[config.mk]
export PLATFORM = sky130hd
export DESIGN_NAME = tile_quad_generator_with_flips_flat
export DESIGN_NICKNAME = d
export VERILOG_FILES = /design/src/rtl/core/tqg_pkg.sv /design/src/rtl/core/tqg_if.sv /design/src/rtl/core/tile_quad_generator_with_flips.sv /design/src/flat_wrapper.sv
export VERILOG_INCLUDE_DIRS = /design/src /design/src/rtl/core
export SDC_FILE = /design/constraint.sdc
export NUM_CORES = 1
export LEC_CHECK = 0
export ABC_CLOCK_PERIOD_IN_PS = 5300
export CAP_MARGIN = 20
export CORE_ASPECT_RATIO = 0.9
export CORE_MARGIN = 2
export CORE_UTILIZATION = 35
export DETAILED_ROUTE_END_ITERATION = 10
export DONT_BUFFER_PORTS = 1
export GPL_TIMING_DRIVEN = 0
export PLACE_DENSITY = 0.56
export SETUP_SLACK_MARGIN = 0.15
export SYNTH_ARGS = -nofsm -noshare
export SYNTH_HDL_FRONTEND = slang
export SYNTH_SLANG_ARGS = --single-unit
[constraint.sdc]
create_clock -name clk -period 5.3 [get_ports clk]
set_input_delay 0.265 -clock clk [delete_from_list [all_inputs] [get_ports clk]]
set_output_delay 0.265 -clock clk [all_outputs]
set_load 0.01 [all_outputs]
[src/rtl/core/tile_quad_generator_with_flips_macros.svh]
// assertion macros shared by the tile quad generator rtl
`ifndef TILE_QUAD_GENERATOR_WITH_FLIPS_MACROS_SVH
`define TILE_QUAD_GENERATOR_WITH_FLIPS_MACROS_SVH

// same-cycle implication, checked on every rising edge out of reset
`define TQG_ASSERT_NOW(lbl, clk, rst, ante, cons) \
  lbl: assert property (@(posedge clk) disable iff (rst) (ante) |-> (cons)) \
    else $error("tqg assertion failed");

// next-cycle implication, checked on every rising edge out of reset
`define TQG_ASSERT_NEXT(lbl, clk, rst, ante, cons) \
  lbl: assert property (@(posedge clk) disable iff (rst) (ante) |=> (cons)) \
    else $error("tqg assertion failed");

`endif

[src/rtl/core/tqg_pkg.sv]
// types and constants of the tile quad generator
`timescale 1ns / 1ps

package tqg_pkg;

  localparam int CORNERS   = 4;
  localparam int CORNER_W  = 2;
  localparam int POS_W     = 17;
  localparam int TEX_W     = 13;
  localparam int REG_W     = 9;
  localparam int CFG_IDX_W = 2;

  localparam logic [POS_W-1:0]    POS_MAX     = '1;
  localparam logic [CORNER_W-1:0] LAST_CORNER = CORNER_W'(CORNERS - 1);
  localparam logic [REG_W-1:0]    REG_RESET   = REG_W'(16);

  // register indexes of the configuration port
  localparam logic [CFG_IDX_W-1:0] REG_MAP_WIDTH   = CFG_IDX_W'(0);
  localparam logic [CFG_IDX_W-1:0] REG_TILE_WIDTH  = CFG_IDX_W'(1);
  localparam logic [CFG_IDX_W-1:0] REG_TILE_HEIGHT = CFG_IDX_W'(2);

  typedef struct packed {
    logic        layer_start;
    logic [15:0] tile_id;
    logic [11:0] image_x;
    logic [11:0] image_y;
    logic [8:0]  image_width;
    logic [8:0]  image_height;
    logic        flip_h;
    logic        flip_v;
    logic        flip_d;
  } tile_t;

  typedef struct packed {
    logic [CORNER_W-1:0] corner;
    logic [POS_W-1:0]    pos_x;
    logic [POS_W-1:0]    pos_y;
    logic [TEX_W-1:0]    tex_u;
    logic [TEX_W-1:0]    tex_v;
    logic                overflow;
    logic                last;
  } vertex_t;

endpackage

[src/rtl/core/tqg_if.sv]
// valid/ready channel interfaces for tile requests and vertex requests
`timescale 1ns / 1ps

interface tqg_tile_if import tqg_pkg::*; ();
  logic  valid;
  logic  ready;
  tile_t data;

  modport source (output valid, output data, input ready);
  modport sink (input valid, input data, output ready);
endinterface

interface tqg_vertex_if import tqg_pkg::*; ();
  logic    valid;
  logic    ready;
  vertex_t data;

  modport source (output valid, output data, input ready);
  modport sink (input valid, input data, output ready);
endinterface

[src/rtl/core/tile_quad_generator_with_flips.sv]
// tile quad generator: one tile request in, four flipped quad vertices out
// the first vertex is valid in the cycle after the tile request is accepted
// vertices leave the output port one per cycle while verts.ready is high;
//   the next tile is taken in the cycle the fourth vertex of the previous one leaves
// reset (rst, synchronous): counters, origins and overflow cleared, quad buffer
//   empty, all three registers back to 16
`timescale 1ns / 1ps
`include "tile_quad_generator_with_flips_macros.svh"

module tile_quad_generator_with_flips
  import tqg_pkg::*;
#(
  parameter int MAX_ROWS = 256
) (
  input  logic                 clk,
  input  logic                 rst,
  input  logic                 cfg_we,
  input  logic [CFG_IDX_W-1:0] cfg_index,
  input  logic [REG_W-1:0]     cfg_wdata,
  tqg_tile_if.sink             tiles,
  tqg_vertex_if.source         verts
);

  // row counter just wide enough for MAX_ROWS - 1
  localparam int ROW_W = (MAX_ROWS > 1) ? $clog2(MAX_ROWS) : 1;
  localparam logic [ROW_W:0] ROW_LIMIT = (ROW_W + 1)'(MAX_ROWS);

  // register value 0 acts as 1, anything above 256 as 256
  function automatic logic [REG_W-1:0] clamp_reg(input logic [REG_W-1:0] r);
    logic [REG_W-1:0] c;
    c = r;
    if (r == '0) c = REG_W'(1);
    else if (r > REG_W'(256)) c = REG_W'(256);
    return c;
  endfunction

  // saturate an 18-bit position sum to the 17-bit screen range
  function automatic logic [POS_W-1:0] sat_pos(input logic [POS_W:0] s);
    return s[POS_W] ? POS_MAX : s[POS_W-1:0];
  endfunction

  // configuration registers
  logic [REG_W-1:0] map_width_tiles;
  logic [REG_W-1:0] tile_width_px;
  logic [REG_W-1:0] tile_height_px;

  // position state
  logic [7:0]       column_count, column_count_next;
  logic [ROW_W-1:0] row_count, row_count_next;
  logic [POS_W-1:0] origin_x, origin_x_next;
  logic [POS_W-1:0] origin_y, origin_y_next;
  logic             row_overflow, row_overflow_next;

  // quad buffer: four computed vertices waiting to leave
  logic                quad_valid;
  logic [CORNER_W-1:0] corner_cnt;
  logic [POS_W-1:0]    quad_px [CORNERS];
  logic [POS_W-1:0]    quad_py [CORNERS];
  logic [TEX_W-1:0]    quad_tu [CORNERS];
  logic [TEX_W-1:0]    quad_tv [CORNERS];
  logic                quad_ovf;

  // next quad from the incoming tile
  logic [POS_W-1:0] calc_px [CORNERS];
  logic [POS_W-1:0] calc_py [CORNERS];
  logic [TEX_W-1:0] calc_tu [CORNERS];
  logic [TEX_W-1:0] calc_tv [CORNERS];

  logic tile_fire, vert_fire, last_fire;

  assign vert_fire = verts.valid && verts.ready;
  assign last_fire = vert_fire && (corner_cnt == LAST_CORNER);
  // a new tile may enter while the previous quad hands off its final vertex
  assign tiles.ready = !quad_valid || last_fire;
  assign tile_fire = tiles.valid && tiles.ready;

  // layer_start clears the position before this tile is placed
  logic [7:0]       col_eff;
  logic [ROW_W-1:0] row_eff;
  logic [POS_W-1:0] ox_eff, oy_eff;
  logic             ovf_eff;

  assign col_eff = tiles.data.layer_start ? '0 : column_count;
  assign row_eff = tiles.data.layer_start ? '0 : row_count;
  assign ox_eff  = tiles.data.layer_start ? '0 : origin_x;
  assign oy_eff  = tiles.data.layer_start ? '0 : origin_y;
  assign ovf_eff = tiles.data.layer_start ? 1'b0 : row_overflow;

  // advance to the next map cell, wrapping at the row end
  logic [8:0]     col_inc;
  logic [ROW_W:0] row_inc;

  always_comb begin
    col_inc = {1'b0, col_eff} + 9'd1;
    row_inc = {1'b0, row_eff} + (ROW_W + 1)'(1);
    column_count_next = col_inc[7:0];
    row_count_next    = row_eff;
    origin_x_next     = sat_pos({1'b0, ox_eff} + (POS_W + 1)'(clamp_reg(tile_width_px)));
    origin_y_next     = oy_eff;
    row_overflow_next = ovf_eff;
    if (col_inc >= clamp_reg(map_width_tiles)) begin
      column_count_next = '0;
      origin_x_next     = '0;
      if (row_inc >= ROW_LIMIT) begin
        // row bound reached: hold the row and flag the rest of the layer
        row_overflow_next = 1'b1;
      end else begin
        row_count_next = row_inc[ROW_W-1:0];
        origin_y_next  = sat_pos({1'b0, oy_eff} + (POS_W + 1)'(clamp_reg(tile_height_px)));
      end
    end
  end

  // quad geometry and flipped texture coordinates
  logic [POS_W-1:0] px_lo, px_hi, py_lo, py_hi;
  logic [TEX_W-1:0] u_lo, u_hi, v_lo, v_hi, t_swap;
  logic             swap_u, swap_v;

  always_comb begin
    px_lo = ox_eff;
    px_hi = sat_pos({1'b0, ox_eff} + (POS_W + 1)'(tiles.data.image_width));
    py_lo = oy_eff;
    py_hi = sat_pos({1'b0, oy_eff} + (POS_W + 1)'(tiles.data.image_height));
    if (ovf_eff) begin
      px_lo = POS_MAX;
      px_hi = POS_MAX;
      py_lo = POS_MAX;
      py_hi = POS_MAX;
    end

    u_lo = TEX_W'(tiles.data.image_x);
    u_hi = TEX_W'(tiles.data.image_x) + TEX_W'(tiles.data.image_width);
    v_lo = TEX_W'(tiles.data.image_y);
    v_hi = TEX_W'(tiles.data.image_y) + TEX_W'(tiles.data.image_height);

    // with the diagonal flag the h and v flags trade axes
    swap_u = tiles.data.flip_d ? tiles.data.flip_v : tiles.data.flip_h;
    swap_v = tiles.data.flip_d ? tiles.data.flip_h : tiles.data.flip_v;

    calc_px[0] = px_lo;  calc_py[0] = py_lo;
    calc_px[1] = px_hi;  calc_py[1] = py_lo;
    calc_px[2] = px_hi;  calc_py[2] = py_hi;
    calc_px[3] = px_lo;  calc_py[3] = py_hi;

    calc_tu[0] = swap_u ? u_hi : u_lo;
    calc_tu[1] = swap_u ? u_lo : u_hi;
    calc_tu[2] = swap_u ? u_lo : u_hi;
    calc_tu[3] = swap_u ? u_hi : u_lo;
    calc_tv[0] = swap_v ? v_hi : v_lo;
    calc_tv[1] = swap_v ? v_hi : v_lo;
    calc_tv[2] = swap_v ? v_lo : v_hi;
    calc_tv[3] = swap_v ? v_lo : v_hi;

    // diagonal flip exchanges the texture corners top-right and bottom-left
    if (tiles.data.flip_d) begin
      t_swap     = calc_tu[1];
      calc_tu[1] = calc_tu[3];
      calc_tu[3] = t_swap;
      t_swap     = calc_tv[1];
      calc_tv[1] = calc_tv[3];
      calc_tv[3] = t_swap;
    end else begin
      t_swap = '0;
    end

    // transparent tile: all-zero vertices
    if (tiles.data.tile_id == '0) begin
      for (int k = 0; k < CORNERS; k++) begin
        calc_px[k] = '0;
        calc_py[k] = '0;
        calc_tu[k] = '0;
        calc_tv[k] = '0;
      end
    end
  end

  // configuration writes, indexes beyond the list are dropped
  always_ff @(posedge clk) begin
    if (rst) begin
      map_width_tiles <= REG_RESET;
      tile_width_px   <= REG_RESET;
      tile_height_px  <= REG_RESET;
    end else if (cfg_we) begin
      case (cfg_index)
        REG_MAP_WIDTH:   map_width_tiles <= cfg_wdata;
        REG_TILE_WIDTH:  tile_width_px   <= cfg_wdata;
        REG_TILE_HEIGHT: tile_height_px  <= cfg_wdata;
        default: ;
      endcase
    end
  end

  // position state moves once per accepted tile
  always_ff @(posedge clk) begin
    if (rst) begin
      column_count <= '0;
      row_count    <= '0;
      origin_x     <= '0;
      origin_y     <= '0;
      row_overflow <= 1'b0;
    end else if (tile_fire) begin
      column_count <= column_count_next;
      row_count    <= row_count_next;
      origin_x     <= origin_x_next;
      origin_y     <= origin_y_next;
      row_overflow <= row_overflow_next;
    end
  end

  // quad buffer control: fill on a tile request, drain one corner per vertex request
  always_ff @(posedge clk) begin
    if (rst) begin
      quad_valid <= 1'b0;
      corner_cnt <= '0;
    end else begin
      if (vert_fire) corner_cnt <= corner_cnt + CORNER_W'(1);
      if (tile_fire) quad_valid <= 1'b1;
      else if (last_fire) quad_valid <= 1'b0;
    end
  end

  // quad payload, no reset needed
  always_ff @(posedge clk) begin
    if (tile_fire) begin
      quad_px  <= calc_px;
      quad_py  <= calc_py;
      quad_tu  <= calc_tu;
      quad_tv  <= calc_tv;
      quad_ovf <= ovf_eff;
    end
  end

  // vertex request out of the buffer
  assign verts.valid         = quad_valid;
  assign verts.data.corner   = corner_cnt;
  assign verts.data.pos_x    = quad_px[corner_cnt];
  assign verts.data.pos_y    = quad_py[corner_cnt];
  assign verts.data.tex_u    = quad_tu[corner_cnt];
  assign verts.data.tex_v    = quad_tv[corner_cnt];
  assign verts.data.overflow = quad_ovf;
  assign verts.data.last     = (corner_cnt == LAST_CORNER);

  // a loaded quad always starts at the top-left corner
  `TQG_ASSERT_NEXT(a_load_starts_tl, clk, rst, tile_fire, quad_valid && corner_cnt == '0)
  // a quad never drops out before its last corner is taken
  `TQG_ASSERT_NEXT(a_no_early_drop, clk, rst, vert_fire && corner_cnt != LAST_CORNER, quad_valid)
  // a tile is taken over a full buffer only when its last vertex leaves
  `TQG_ASSERT_NOW(a_take_on_last, clk, rst, tiles.ready && quad_valid, last_fire)
  // the buffer empties after the last corner when no tile follows
  `TQG_ASSERT_NEXT(a_empty_after_last, clk, rst, last_fire && !tile_fire, !quad_valid)

endmodule
[src/flat_wrapper.sv]
// flat-port wrapper written by rule: the top's interface ports become plain ports
module tile_quad_generator_with_flips_flat import tqg_pkg::*;
#(
  parameter int MAX_ROWS = 256
)
  (clk, rst, cfg_we, cfg_index, cfg_wdata, tiles_valid, tiles_data, tiles_ready, verts_valid, verts_data, verts_ready);
  tqg_tile_if tiles_i ();
  tqg_vertex_if verts_i ();
  input  logic clk;
  input  logic rst;
  input  logic cfg_we;
  input  logic [CFG_IDX_W-1:0] cfg_index;
  input  logic [REG_W-1:0] cfg_wdata;
  input wire logic [$bits(tiles_i.valid)-1:0] tiles_valid;
  input wire logic [$bits(tiles_i.data)-1:0] tiles_data;
  output wire logic [$bits(tiles_i.ready)-1:0] tiles_ready;
  output wire logic [$bits(verts_i.valid)-1:0] verts_valid;
  output wire logic [$bits(verts_i.data)-1:0] verts_data;
  input wire logic [$bits(verts_i.ready)-1:0] verts_ready;
  assign tiles_i.valid = tiles_valid;
  assign tiles_i.data = tiles_data;
  assign tiles_ready = tiles_i.ready;
  assign verts_valid = verts_i.valid;
  assign verts_data = verts_i.data;
  assign verts_i.ready = verts_ready;
  tile_quad_generator_with_flips #(.MAX_ROWS(MAX_ROWS)) u_core (.clk(clk), .rst(rst), .cfg_we(cfg_we), .cfg_index(cfg_index), .cfg_wdata(cfg_wdata), .tiles(tiles_i), .verts(verts_i));
endmodule
==> reports/metrics.csv <==
stage;metric;value;unit
layout;final_common_cell;nand2_1;
floorplan;die_w;226;µm
clock_network;cts.clk_slew.worst_paths;60;ps
global_routing;groute.usage.overall;0.199;
critical_path;critPathBufInv;4;
detailed_routing;wl_per_cell;20.4;µm
pwr;pwr-share-comb;0.149;
layout;syn2layout_area_growth;13.2;%
clock_network;cts.sinks;254;
clock_network;post_cts_buffers;0;
pwr;p_leak;0.00649;µW
yosys;synth_top_area_share;0.333;
floorplan;io_pins;144;
pwr;clkPwrFrac;0.398;
layout;n_antenna_cell;0;
detailed_routing;via_per_inst;5.55;
placement;dp_hpwl;34300;µm
detailed_routing;drt_iter0_drc;1038;
yosys;synth_nets;1733;
clock_network;cts_tree;built;
sta;max_freq;283;MHz
sta;rsz0062_at_grt;no;
pwr;p_int;3700;µW
worst_hold_path;hold_path.class;primary input to flop;
detailed_routing;ant_nets;0;
critical_path;endpoint_kind;flop;
pwr;switching_share;0.268;
floorplan;die-area;0.0463;mm²
yosys;synth_seq_area_share;0.437;
placement;place_ws;1300;ps
sta;period_needed;3530;ps
detailed_routing;dr.pass1.iters;7;
detailed_routing;routed_wl;46500;µm
clock_network;clock_path_buffers;3;
detailed_routing;drc_errors;0;
global_routing;grt_pass1_vias;12200;
clock_network;htree_num_levels;1;
floorplan;rows;73;
clock_network;cts_buffers;31;
global_routing;grt_max_degree;99;
sta;post-route-period-util;0.666;
critical_path;path_delay_family;buffers and inverters;
yosys;syn_avg_cell_area;9.85;µm²
sta;tightestPinTransition;900;ps
floorplan;start_util;0.353;
yosys;yosys.area.top_type;edfxtp_1;
critical_path;cp.required;5800;ps
yosys;syn_area;0.0156;mm²
detailed_routing;vias;12600;
yosys;synthArstFlopShare;0;
sta;relSlewSlack;0.398;
yosys;ys_warn_count;0;
clock_network;insertion_delay;600;ps
global_routing;antenna_found_initial;0;
clock_network;cts_root_buf;clkbuf_16;
yosys;ys_types;94;
layout;fin_area;0.0177;mm²
critical_path;reg2reg_slack;1820;ps
layout;mostFrequentLayoutCells;nand2_1 (205), a21oi_1 (176), edfxtp_1 (173);
layout;fin_cells;2275;
yosys;synth_edf_count;173;
clock_network;cts-resized-gates;0;
yosys;synthTopCellsByArea;edfxtp_1 (33%), dfxtp_1 (10%), a21oi_1 (5.6%);
critical_path;crit_path_max_fanout;10;
sta;hold_viol_final;0;
floorplan;core_area;0.0441;mm²
global_routing;grt_pass1_wl;71500;µm
global_routing;grt_overflow;0;
yosys;synth_ff_type;edfxtp_1;
sta;setup_viol;0;
placement;place.detailed.instances;2184;
sta;fin_setup_tns;0;ps
yosys;ys_ff_latch;254;
placement;dpl_cell_area;0.0164;mm²
yosys;syn_inst;1583;
critical_path;cpPeakStageDelay;490;ps
pwr;p_seq_frac;0.453;
layout;drive_gt1_frac;0.0991;
sta;layout_setup_ws;1770;ps
critical_path;path_cells;buf_6 -> clkbuf_1 -> buf_1 -> nor2b_1 -> ha_1 -> nand3_1 -> nor3_1 -> and4_1 -> ha_1 -> nand2_1 -> o211ai_2 -> nand2_1 -> nor2_1 -> buf_2 -> a32oi_1 -> a21oi_1;
outcome;outcome;finished, final reports clean;
clock_network;holdBufCountCts;33;
placement;globalplace.congestion;0.903;
sta;skew;28.5;ps
sta;maxSlewViolCount;0;
pwr;switchingPower;1360;µW
critical_path;crit_type;primary input to flop;
critical_path;cp-start-kind;primary input;
pwr;p_per_area;286;mW/mm²
pwr;irDropWorstVdd;0.258;mV
placement;port_buffers;0;
layout;fin_nets;1800;
critical_path;worstPathArrival;4030;ps
critical_path;slowest_stage;buf_1;
floorplan;fp.dieH;204;µm
run;drv_cap;0;
[Yosys cell counts (5+ instances only)]
cell,n
o21ai_0,63
fa_1,6
xor2_1,25
and4_1,6
inv_1,26
and3_1,9
nand4_1,7
nand2_1,205
and2_1,7
mux2_2,35
nor4_1,13
o21a_1,30
nor3_1,29
a31oi_1,13
ha_1,66
nor2b_1,51
xnor2_1,38
nand2b_1,9
mux2i_1,44
buf_2,15
o31ai_1,9
a21o_1,12
mux4_2,26
a21oi_1,176
a211o_1,5
nor2_1,116
o21ai_1,13
edfxtp_1,173
a211oi_1,14
nand3_1,56
o22ai_1,7
o2111ai_1,6
o211ai_1,12
or3_1,9
buf_1,11
clkbuf_1,55
dfxtp_1,81
buf_4,5
[worst paths after layout]
path                           from  cells past startpoint             endpoint
min reg2reg      u_core.origin_x[5]                      2   u_core.origin_x[5]
max reg2reg  u_core.column_count[0]                     13  u_core.row_count[5]
max                  tiles_data[61]                     16  u_core.row_count[5]
min                  tiles_data[12]                      3   u_core.quad_px[17]
[sequential cells by signal, summed over array words and instances (netlist names), 2 cells and up]
name	cells
u_core.tile_width_px	9
u_core.origin_y	17
u_core.quad_px	34
u_core.map_width_tiles	9
u_core.quad_py	34
u_core.quad_tv	52
u_core.origin_x	17
u_core.corner_cnt	2
u_core.quad_tu	52
u_core.column_count	8
u_core.tile_height_px	9
u_core.row_count	8
[through the flow]
| stage | total power, µW | hold WS (ps) | util |
|---|---|---|---|
| after floorplan | 2870 | 390 | - |
| after global placement | 3040 | 398 | 0.370 |
| after detailed placement | 3050 | 398 | 0.371 |
| after CTS | 5090 | 11.2 | 0.400 |
| after global routing | 5260 | 44.9 | 0.400 |
| final | 5060 | 36.6 | 0.400 |
[routing by layer]
metal | wire length [µm] | track usage
met2 | 21600 | 0.330
met4 | 1090 | 0.0472
met1 | 20600 | 0.269
met3 | 3170 | 0.0365
met5 | 0 | 0
[tightest hold or removal path: cells and delay by family]
kind / cells / cell delay [ps]
buffers and inverters: 1 / 30
adder cells (fa/ha/maj): 1 / 110
AO/OA/AOI/OAI: 1 / 110
[power by group through the flow]
stage,combinational [µW],clock (µW),sequential (µW)
3_5_place_dp,717,0,2330
4_1_cts,751,2050,2290
3_3_place_gp,700,0,2340
5_1_grt,828,2130,2300
2_1_floorplan,540,0,2330
6_report,752,2010,2290
[cell families (layout without fill, tap and decap cells)]
logic type / count (synthesis) / in the layout / share of synthesized area
flip-flops: 254 / 254 / 0.437
AND/OR/NAND/NOR: 546 / 546 / 0.168
AO/OA/AOI/OAI: 426 / 426 / 0.176
buffers and inverters: 117 / 209 / 0.0315
multiplexers: 105 / 105 / 0.0911
adder cells (fa/ha/maj): 72 / 72 / 0.0607
XOR/XNOR: 63 / 63 / 0.0354
[layout make-up]
class / count / area [µm²]
Tap cell: 600 / 751
Clock inverter: 10 / 87.6
Fill cell: 4342 / 26500
Sequential cell: 254 / 6820
Multi-Input combinational cell: 1212 / 8290
Inverter: 29 / 109
Clock buffer: 48 / 860
Timing Repair Buffer: 34 / 358
Buffer: 88 / 393
Note: power is estimated with default switching activity, not from simulation.
